`config.mk`:
```
export PLATFORM = sky130hd
export DESIGN_NAME = ohlc_bar_consolidator_flat
export DESIGN_NICKNAME = d
export VERILOG_FILES = /design/src/rtl/obc_pkg.sv /design/src/rtl/obc_if.sv /design/src/rtl/obc_fold.sv /design/src/rtl/ohlc_bar_consolidator.sv /design/src/flat_wrapper.sv
export VERILOG_INCLUDE_DIRS = /design/src /design/src/rtl
export SDC_FILE = /design/constraint.sdc
export NUM_CORES = 1
export LEC_CHECK = 0
export BUFFER_PORTS_ARGS = -buffer_cell sky130_fd_sc_hd__buf_4
export CAP_MARGIN = 25
export CORE_ASPECT_RATIO = 2
export CORE_UTILIZATION = 35
export CTS_BUF_LIST = sky130_fd_sc_hd__clkbuf_8 sky130_fd_sc_hd__clkbuf_16
export DETAILED_ROUTE_END_ITERATION = 6
export HOLD_SLACK_MARGIN = 0.02
export PLACE_DENSITY = 0.62
export SETUP_SLACK_MARGIN = 0.15
export SYNTH_ARGS = -nofsm -noshare
export SYNTH_HDL_FRONTEND = slang
export SYNTH_HIERARCHICAL = 1
export SYNTH_SLANG_ARGS = --single-unit
export TNS_END_PERCENT = 5
```
`constraint.sdc`:
```
create_clock -name i_clk -period 50 [get_ports i_clk]
set_input_delay 7.5 -clock i_clk [delete_from_list [all_inputs] [get_ports i_clk]]
set_output_delay 7.5 -clock i_clk [all_outputs]
set_load 0.02 [all_outputs]
```
`src/rtl/ohlc_bar_consolidator_macros.svh`:
```
// Assertion macros shared by the OHLC bar consolidator RTL.
`ifndef OHLC_BAR_CONSOLIDATOR_MACROS_SVH
`define OHLC_BAR_CONSOLIDATOR_MACROS_SVH

// Same-cycle implication, disabled while reset is asserted.
`define OBC_ASSERT_NOW(label, clk, rst_n, ante, cons) \
    label: assert property (@(posedge clk) disable iff (!(rst_n)) (ante) |-> (cons)) \
        else $error("same-cycle check failed");

// Next-cycle implication, disabled while reset is asserted.
`define OBC_ASSERT_NEXT(label, clk, rst_n, ante, cons) \
    label: assert property (@(posedge clk) disable iff (!(rst_n)) (ante) |=> (cons)) \
        else $error("next-cycle check failed");

`endif

```
`src/rtl/obc_pkg.sv`:
```
// Package: widths, register indexes and types of the OHLC bar consolidator.
`timescale 1ns / 1ps
package obc_pkg;

    localparam int TimeW    = 48;
    localparam int PriceW   = 32;
    localparam int InVolW   = 32;
    localparam int VolW     = 40;
    localparam int CountW   = 16;
    localparam int PeriodW  = 40;
    localparam int CfgIdxW  = 8;
    localparam int CfgDataW = 40;

    localparam logic [CfgIdxW-1:0] CfgIdxCountEnable  = CfgIdxW'(0);
    localparam logic [CfgIdxW-1:0] CfgIdxCountLimit   = CfgIdxW'(1);
    localparam logic [CfgIdxW-1:0] CfgIdxPeriodEnable = CfgIdxW'(2);
    localparam logic [CfgIdxW-1:0] CfgIdxPeriodTicks  = CfgIdxW'(3);

    typedef struct packed {
        logic               count_en;
        logic [CountW-1:0]  count_limit;
        logic               period_en;
        logic [PeriodW-1:0] period_ticks;
    } t_cfg;

    typedef struct packed {
        logic [TimeW-1:0]  timestamp;
        logic [PriceW-1:0] open_price;
        logic [PriceW-1:0] high_price;
        logic [PriceW-1:0] low_price;
        logic [PriceW-1:0] close_price;
        logic [InVolW-1:0] trade_volume;
    } t_item;

    typedef struct packed {
        logic [TimeW-1:0]  bar_time;
        logic [PriceW-1:0] bar_open;
        logic [PriceW-1:0] bar_high;
        logic [PriceW-1:0] bar_low;
        logic [PriceW-1:0] bar_close;
        logic [VolW-1:0]   bar_volume;
    } t_bar;

    typedef struct packed {
        logic [CountW-1:0] item_count;
        logic [TimeW-1:0]  last_emit_time;
        logic              last_emit_valid;
    } t_track;

endpackage

```
`src/rtl/obc_if.sv`:
```
// Interfaces: input item, output bar and configuration write channels.
`timescale 1ns / 1ps
interface obc_item_if;
    logic                        valid;
    logic                        ready;
    logic [obc_pkg::TimeW-1:0]   timestamp;
    logic [obc_pkg::PriceW-1:0]  open_price;
    logic [obc_pkg::PriceW-1:0]  high_price;
    logic [obc_pkg::PriceW-1:0]  low_price;
    logic [obc_pkg::PriceW-1:0]  close_price;
    logic [obc_pkg::InVolW-1:0]  trade_volume;

    modport source (output valid, timestamp, open_price, high_price, low_price,
                    close_price, trade_volume, input ready);
    modport sink (input valid, timestamp, open_price, high_price, low_price,
                  close_price, trade_volume, output ready);
endinterface

interface obc_bar_if;
    logic                        valid;
    logic                        ready;
    logic [obc_pkg::TimeW-1:0]   bar_time;
    logic [obc_pkg::PriceW-1:0]  bar_open;
    logic [obc_pkg::PriceW-1:0]  bar_high;
    logic [obc_pkg::PriceW-1:0]  bar_low;
    logic [obc_pkg::PriceW-1:0]  bar_close;
    logic [obc_pkg::VolW-1:0]    bar_volume;

    modport source (output valid, bar_time, bar_open, bar_high, bar_low, bar_close,
                    bar_volume, input ready);
    modport sink (input valid, bar_time, bar_open, bar_high, bar_low, bar_close,
                  bar_volume, output ready);
endinterface

interface obc_cfg_if;
    logic                         valid;
    logic                         ready;
    logic [obc_pkg::CfgIdxW-1:0]  index;
    logic [obc_pkg::CfgDataW-1:0] data;

    modport source (output valid, index, data, input ready);
    modport sink (input valid, index, data, output ready);
endinterface

```
`src/rtl/obc_fold.sv`:
```
// Fold datapath: merges one item into the working bar, or starts a bar from it, and evaluates both triggers.
`timescale 1ns / 1ps
module obc_fold (
    input  obc_pkg::t_item  i_item,
    input  obc_pkg::t_bar   i_bar,
    input  logic            i_present,
    input  obc_pkg::t_track i_track,
    input  obc_pkg::t_cfg   i_cfg,
    output obc_pkg::t_bar   o_bar,
    output obc_pkg::t_track o_track,
    output logic            o_fire
);

    logic [obc_pkg::VolW:0]        s_vol_sum;
    logic [obc_pkg::VolW-1:0]      s_vol_sat;
    logic [obc_pkg::CountW-1:0]    s_count_inc;
    logic                          s_count_fire;
    logic [obc_pkg::TimeW-1:0]     s_base;
    logic [obc_pkg::TimeW-1:0]     s_diff;
    logic                          s_period_fire;

    assign s_vol_sum = {1'b0, i_bar.bar_volume} + (obc_pkg::VolW + 1)'(i_item.trade_volume);
    assign s_vol_sat = s_vol_sum[obc_pkg::VolW] ? {obc_pkg::VolW{1'b1}}
                                                : s_vol_sum[obc_pkg::VolW-1:0];

    always_comb begin
        if (!i_present) begin
            o_bar.bar_time   = i_item.timestamp;
            o_bar.bar_open   = i_item.open_price;
            o_bar.bar_high   = i_item.high_price;
            o_bar.bar_low    = i_item.low_price;
            o_bar.bar_close  = i_item.close_price;
            o_bar.bar_volume = obc_pkg::VolW'(i_item.trade_volume);
        end else begin
            o_bar.bar_time   = i_bar.bar_time;
            o_bar.bar_open   = i_bar.bar_open;
            o_bar.bar_high   = (i_item.high_price > i_bar.bar_high) ? i_item.high_price
                                                                    : i_bar.bar_high;
            o_bar.bar_low    = (i_item.low_price < i_bar.bar_low) ? i_item.low_price
                                                                  : i_bar.bar_low;
            o_bar.bar_close  = i_item.close_price;
            o_bar.bar_volume = s_vol_sat;
        end
    end

    // Count trigger: saturating increment, fire at the limit.
    assign s_count_inc  = (&i_track.item_count) ? i_track.item_count
                                                : i_track.item_count + 1'b1;
    assign s_count_fire = i_cfg.count_en && (s_count_inc >= i_cfg.count_limit);

    // Period trigger: the first item seeds the reference time.
    assign s_base        = i_track.last_emit_valid ? i_track.last_emit_time : i_item.timestamp;
    assign s_diff        = i_item.timestamp - s_base;
    assign s_period_fire = i_cfg.period_en && (i_item.timestamp >= s_base)
                           && (s_diff >= obc_pkg::TimeW'(i_cfg.period_ticks));

    assign o_fire = s_count_fire || s_period_fire;

    always_comb begin
        o_track = i_track;
        if (i_cfg.count_en) begin
            o_track.item_count = s_count_fire ? '0 : s_count_inc;
        end
        if (i_cfg.period_en) begin
            o_track.last_emit_valid = 1'b1;
            o_track.last_emit_time  = o_fire ? i_item.timestamp : s_base;
        end
    end

endmodule

```
`src/rtl/ohlc_bar_consolidator.sv`:
```
// Top level of the OHLC bar consolidator: state, configuration and output buffering.
// A completed bar is registered in r_out, or in the skid entry while r_out is full and stalled.
// Throughput: one item per cycle while the skid entry is empty; items that fire nothing produce no result.
// A two-deep output stage (result register plus skid) lets items keep flowing while
// a bar waits; input ready drops only when both entries hold an undelivered bar.
// Reset (synchronous, active low) zeroes the config registers, drops the working bar,
// clears the item count and emit reference, and empties the output stage.
`timescale 1ns / 1ps
`include "ohlc_bar_consolidator_macros.svh"
module ohlc_bar_consolidator (
    input  logic         i_clk,
    input  logic         i_rst_n,
    obc_cfg_if.sink      i_cfg,
    obc_item_if.sink     i_item,
    obc_bar_if.source    o_bar
);

    // Configuration registers
    obc_pkg::t_cfg   r_cfg;

    // Working bar and trigger tracking
    logic            r_present, n_present;
    obc_pkg::t_bar   r_bar, n_bar;
    obc_pkg::t_track r_track, n_track;

    // Output stage: result register and skid entry
    logic            r_out_valid, n_out_valid;
    obc_pkg::t_bar   r_out, n_out;
    logic            r_skid_valid, n_skid_valid;
    obc_pkg::t_bar   r_skid, n_skid;

    obc_pkg::t_item  s_item;
    obc_pkg::t_bar   s_bar_next;
    obc_pkg::t_track s_track_next;
    logic            s_fire;
    logic            s_accept;
    logic            s_push;
    logic            s_pop;

    // Configuration writes are always taken; unknown indexes drop silently.
    assign i_cfg.ready = 1'b1;

    always_ff @(posedge i_clk) begin
        if (!i_rst_n) begin
            r_cfg <= '0;
        end else if (i_cfg.valid) begin
            unique case (i_cfg.index)
                obc_pkg::CfgIdxCountEnable:  r_cfg.count_en     <= i_cfg.data[0];
                obc_pkg::CfgIdxCountLimit:   r_cfg.count_limit  <= i_cfg.data[obc_pkg::CountW-1:0];
                obc_pkg::CfgIdxPeriodEnable: r_cfg.period_en    <= i_cfg.data[0];
                obc_pkg::CfgIdxPeriodTicks:  r_cfg.period_ticks <= i_cfg.data[obc_pkg::PeriodW-1:0];
                default: ;
            endcase
        end
    end

    assign s_item = '{timestamp:    i_item.timestamp,
                      open_price:   i_item.open_price,
                      high_price:   i_item.high_price,
                      low_price:    i_item.low_price,
                      close_price:  i_item.close_price,
                      trade_volume: i_item.trade_volume};

    obc_fold u_fold (
        .i_item    (s_item),
        .i_bar     (r_bar),
        .i_present (r_present),
        .i_track   (r_track),
        .i_cfg     (r_cfg),
        .o_bar     (s_bar_next),
        .o_track   (s_track_next),
        .o_fire    (s_fire)
    );

    // Hold input only while the skid entry is occupied.
    assign i_item.ready = !r_skid_valid;
    assign s_accept     = i_item.valid && !r_skid_valid;
    assign s_push       = s_accept && s_fire;
    assign s_pop        = r_out_valid && o_bar.ready;

    always_comb begin
        n_present    = r_present;
        n_bar        = r_bar;
        n_track      = r_track;
        n_out_valid  = r_out_valid;
        n_out        = r_out;
        n_skid_valid = r_skid_valid;
        n_skid       = r_skid;

        // Advance the working bar; a firing item leaves it empty.
        if (s_accept) begin
            n_present = !s_fire;
            n_bar     = s_bar_next;
            n_track   = s_track_next;
        end

        priority if (r_skid_valid) begin
            // Input is held here, so only a drain can happen.
            if (s_pop) begin
                n_out        = r_skid;
                n_skid_valid = 1'b0;
            end
        end else if (s_push) begin
            if (!r_out_valid || s_pop) begin
                n_out       = s_bar_next;
                n_out_valid = 1'b1;
            end else begin
                n_skid       = s_bar_next;
                n_skid_valid = 1'b1;
            end
        end else if (s_pop) begin
            n_out_valid = 1'b0;
        end
    end

    always_ff @(posedge i_clk) begin
        if (!i_rst_n) begin
            r_present    <= 1'b0;
            r_track      <= '0;
            r_out_valid  <= 1'b0;
            r_skid_valid <= 1'b0;
        end else begin
            r_present    <= n_present;
            r_track      <= n_track;
            r_out_valid  <= n_out_valid;
            r_skid_valid <= n_skid_valid;
        end
    end

    // Bar payload needs no reset: it is read only once a bar is present or queued.
    always_ff @(posedge i_clk) begin
        r_bar  <= n_bar;
        r_out  <= n_out;
        r_skid <= n_skid;
    end

    assign o_bar.valid      = r_out_valid;
    assign o_bar.bar_time   = r_out.bar_time;
    assign o_bar.bar_open   = r_out.bar_open;
    assign o_bar.bar_high   = r_out.bar_high;
    assign o_bar.bar_low    = r_out.bar_low;
    assign o_bar.bar_close  = r_out.bar_close;
    assign o_bar.bar_volume = r_out.bar_volume;

    `OBC_ASSERT_NOW(a_skid_behind_out, i_clk, i_rst_n, r_skid_valid, r_out_valid)
    `OBC_ASSERT_NEXT(a_push_to_empty, i_clk, i_rst_n, s_push && !r_out_valid, r_out_valid && !r_skid_valid)
    `OBC_ASSERT_NOW(a_zero_limit_fires, i_clk, i_rst_n, s_accept && r_cfg.count_en && (r_cfg.count_limit == '0), s_fire)
    `OBC_ASSERT_NEXT(a_fire_clears_bar, i_clk, i_rst_n, s_accept && s_fire, !r_present)
    `OBC_ASSERT_NEXT(a_fold_keeps_bar, i_clk, i_rst_n, s_accept && !s_fire, r_present)

endmodule

```
`src/flat_wrapper.sv`:
```
// flat-port wrapper written by rule: the top's interface ports become plain ports
module ohlc_bar_consolidator_flat 
  (i_clk, i_rst_n, i_cfg_valid, i_cfg_index, i_cfg_data, i_cfg_ready, i_item_valid, i_item_timestamp, i_item_open_price, i_item_high_price, i_item_low_price, i_item_close_price, i_item_trade_volume, i_item_ready, o_bar_valid, o_bar_bar_time, o_bar_bar_open, o_bar_bar_high, o_bar_bar_low, o_bar_bar_close, o_bar_bar_volume, o_bar_ready);
  obc_cfg_if i_cfg_i ();
  obc_item_if i_item_i ();
  obc_bar_if o_bar_i ();
  input  logic i_clk;
  input  logic i_rst_n;
  input wire logic [$bits(i_cfg_i.valid)-1:0] i_cfg_valid;
  input wire logic [$bits(i_cfg_i.index)-1:0] i_cfg_index;
  input wire logic [$bits(i_cfg_i.data)-1:0] i_cfg_data;
  output wire logic [$bits(i_cfg_i.ready)-1:0] i_cfg_ready;
  input wire logic [$bits(i_item_i.valid)-1:0] i_item_valid;
  input wire logic [$bits(i_item_i.timestamp)-1:0] i_item_timestamp;
  input wire logic [$bits(i_item_i.open_price)-1:0] i_item_open_price;
  input wire logic [$bits(i_item_i.high_price)-1:0] i_item_high_price;
  input wire logic [$bits(i_item_i.low_price)-1:0] i_item_low_price;
  input wire logic [$bits(i_item_i.close_price)-1:0] i_item_close_price;
  input wire logic [$bits(i_item_i.trade_volume)-1:0] i_item_trade_volume;
  output wire logic [$bits(i_item_i.ready)-1:0] i_item_ready;
  output wire logic [$bits(o_bar_i.valid)-1:0] o_bar_valid;
  output wire logic [$bits(o_bar_i.bar_time)-1:0] o_bar_bar_time;
  output wire logic [$bits(o_bar_i.bar_open)-1:0] o_bar_bar_open;
  output wire logic [$bits(o_bar_i.bar_high)-1:0] o_bar_bar_high;
  output wire logic [$bits(o_bar_i.bar_low)-1:0] o_bar_bar_low;
  output wire logic [$bits(o_bar_i.bar_close)-1:0] o_bar_bar_close;
  output wire logic [$bits(o_bar_i.bar_volume)-1:0] o_bar_bar_volume;
  input wire logic [$bits(o_bar_i.ready)-1:0] o_bar_ready;
  assign i_cfg_i.valid = i_cfg_valid;
  assign i_cfg_i.index = i_cfg_index;
  assign i_cfg_i.data = i_cfg_data;
  assign i_cfg_ready = i_cfg_i.ready;
  assign i_item_i.valid = i_item_valid;
  assign i_item_i.timestamp = i_item_timestamp;
  assign i_item_i.open_price = i_item_open_price;
  assign i_item_i.high_price = i_item_high_price;
  assign i_item_i.low_price = i_item_low_price;
  assign i_item_i.close_price = i_item_close_price;
  assign i_item_i.trade_volume = i_item_trade_volume;
  assign i_item_ready = i_item_i.ready;
  assign o_bar_valid = o_bar_i.valid;
  assign o_bar_bar_time = o_bar_i.bar_time;
  assign o_bar_bar_open = o_bar_i.bar_open;
  assign o_bar_bar_high = o_bar_i.bar_high;
  assign o_bar_bar_low = o_bar_i.bar_low;
  assign o_bar_bar_close = o_bar_i.bar_close;
  assign o_bar_bar_volume = o_bar_i.bar_volume;
  assign o_bar_i.ready = o_bar_ready;
  ohlc_bar_consolidator u_core (.i_clk(i_clk), .i_rst_n(i_rst_n), .i_cfg(i_cfg_i), .i_item(i_item_i), .o_bar(o_bar_i));
endmodule
```
==> results_dict.tcl <==
set metrics [dict create \
    met3_length_um 5140 \
    cts_inserted_buffers 74 \
    crit_type "primary input to flip-flop" \
    core_area_sq_um 111000 \
    topRoutingLayerUsed "met5" \
    grt_usage_pct 18.4 \
    vias 27229 \
    cts_setup_buffers 0 \
    dieWidth_um 238 \
    final_nets 4167 \
    yosysWarnings 6 \
    initial_core_util_pct 35.2 \
    hp-class "flip-flop to flip-flop" \
    postRouteAntennaNets 0 \
    hold_viol 0 \
    cts.repair.resized 0 \
    status "complete, no violations" \
    post-place-ws_ns 35.96 \
    cts_tree "done" \
    p_leak_nw 17.5 \
    fin_cells 5248 \
    layout_setup_ws_ns 36.67 \
    grt_pass1_vias 27568 \
    worst_setup_path_start_kind "primary input" \
    layout-drive-gt1-share_pct 27.0 \
    placedCellCount 5113 \
    wl_met2_um 56500 \
    drcViolationCount 0 \
    synth_nets 3780 \
    pin_count 480 \
    dieArea_sq_um 113000 \
    cts_buffer_depth 3 \
    portBuffers 478 \
    wl_per_cell_um 20.3 \
    dpl.hpwl_um 74800 \
    worstPathMaxFanout 55 \
    swShare_pct 25.1 \
    vdd_drop_max_mv 0.0326 \
    grt_pass1_wl_um 159000 \
    hold_buffers 0 \
    share_seq_of_total_power_pct 47.7 \
    setup_viol_count_final 0 \
    p_int_mw 1.09 \
    grt-ovfl-total 0 \
    fmax_mhz 75.0 \
    rsz0062_at_grt "no" \
    cts.sinks 742 \
    firstDrtPassIters 5 \
    comb_power_share_pct 13.5 \
    wl_met1_um 40400 \
    syn2layout_area_growth_pct 18.6 \
    synthCells 3317 \
    powerDensity_nw_per_um2 31.4 \
    cts.reportedPaths.clkPinSlew_ns 0.07 \
    max-slew-margin-rel_pct 31.1 \
    grt_max_degree 128 \
    min_period_over_period_pct 26.7 \
    vias_per_cell 5.19 \
    cts_root_buffer "clkbuf_16" \
    netlist_area_sq_um 39100 \
    power.switching_uw 365 \
    hold_ws_ns 0.461 \
    syn_area_per_cell_sq_um 11.8 \
    grt_antenna_before_repair 6 \
    p_total_mw 1.45 \
    totalWireLength_um 106000 \
    die_h_um 475 \
    cap_violations 0 \
    critPathCaptureType "flip-flop" \
    fin_crit_ns 13.33 \
    drv_slew 0 \
    pwr-share-clk_pct 38.8 \
    worstPathArrival_ns 13.60 \
    fin_skew_ns 0.0367 \
    row_count 173 \
    worst_pin_slew_ns 1.03 \
    place.gp.congestion 0.933 \
    required_ns 50.27 \
    htreeDepth 3 \
    clock_latency_ns 0.67 \
    tns_ns 0 \
    drtIter0Drc 1297 \
    ff2ff_setup_slack_ns 42.42 \
]
[cells in the final DEF, fill, tap and decap left out, drive strengths merged, types with 5 or more instances in the layout]
| cell type | n |
|---|---|
| nand2 | 421 |
| mux2 | 360 |
| and3 | 15 |
| bufinv | 7 |
| o211ai | 12 |
| buf | 508 |
| and2 | 6 |
| clkinv | 28 |
| nor3 | 22 |
| xnor2 | 48 |
| and4 | 5 |
| xor2 | 31 |
| nand2b | 69 |
| ha | 200 |
| o22ai | 6 |
| nor2 | 187 |
| inv | 169 |
| a21boi | 70 |
| nor4 | 5 |
| o21bai | 13 |
| a31oi | 39 |
| a21o | 62 |
| o21ai | 92 |
| nand3 | 43 |
| a211oi | 19 |
| nand4b | 6 |
| a21oi | 124 |
| nand4 | 42 |
| o22a | 8 |
| o221ai | 51 |
| clkbuf | 76 |
| clkinvlp | 8 |
| dfxtp | 126 |
| nor2b | 15 |
| mux2i | 109 |
| o31ai | 9 |
| edfxtp | 616 |
| a211o | 54 |
| o21a | 17 |
[registers in the layout (all words and copies together) (netlist names)]
name and count:
u_core/o_bar.bar_close 32, u_core/o_bar.bar_high 32, u_core/o_bar.bar_low 32, u_core/o_bar.bar_open 32, u_core/o_bar.bar_time 48, u_core/o_bar.bar_volume 40
u_core/o_bar.valid 1, u_core/r_bar 184, u_core/r_cfg 58, u_core/r_present 1, u_core/r_skid 216, u_core/r_skid_valid 1
u_core/r_track 65
[power groups by stage]
| stage | combinational, mW | sequential (mW) | clock [mW] |
|---|---|---|---|
| detailed placement | 0.196 | 0.707 | 0 |
| CTS | 0.198 | 0.693 | 0.584 |
| global route | 0.217 | 0.694 | 0.601 |
| finish | 0.197 | 0.693 | 0.564 |
| floorplan | 0.134 | 0.706 | 0 |
| global placement | 0.194 | 0.706 | 0 |
[through the flow]
stage | cell area (sq um) | util [%]
floorplan | 39100 | -
global placement | 43900 | 39.5
detailed placement | 43900 | 39.5
CTS | 46300 | 41.7
global route | 46400 | 41.8
finish | 46400 | 41.8
[worst max-delay path: stages]
cell       delay [ns]
buf_4            0.10
inv_1            0.05
o21ai_0          0.18
ha_1             0.22
inv_1            0.06
fa_1             0.42
a211oi_1         0.25
o21ai_1          0.16
o31a_1           0.36
a31oi_1          0.27
o21ai_0          0.14
xor2_1           0.16
ha_1             0.32
nand3_1          0.11
nor2_1           0.11
nand3_1          0.07
o21ai_0          0.39
a221oi_1         0.21
o2111ai_1        0.23
nor3_1           0.10
nand4_4          0.10
a32o_1           0.24
nand3_1          0.16
a21oi_4          0.16
buf_4            0.69
buf_4            0.74
[final cells by class]
type                    instances  area, sq um
well taps                    1487         1860
clock inverters                55          498
inverters                     157          597
clock buffers                  76         1900
diodes                          2         5.00
fillers                     10500        64700
multi-input cells            2221        16600
flip-flops and latches        742        21000
repair buffers                508         3880
[routing by layer]
layer	vias up	track usage, %
met4	10	8.48
li1	12975	-
met5	-	0
met3	206	3.15
met1	13346	19.7
met2	692	34.5
[final timing paths]
path / start / end / depth (start not counted)
hold reg to reg: u_core/r_cfg[54] / u_core/r_cfg[54] / 2
setup reg to reg: u_core/r_track[0] / u_core/o_bar.bar_time[30] / 24
setup / recovery: i_item_timestamp[0] / u_core/o_bar.bar_time[30] / 26
hold / removal: u_core/r_cfg[54] / u_core/r_cfg[54] / 2
Power figures use the tool's default switching activity.
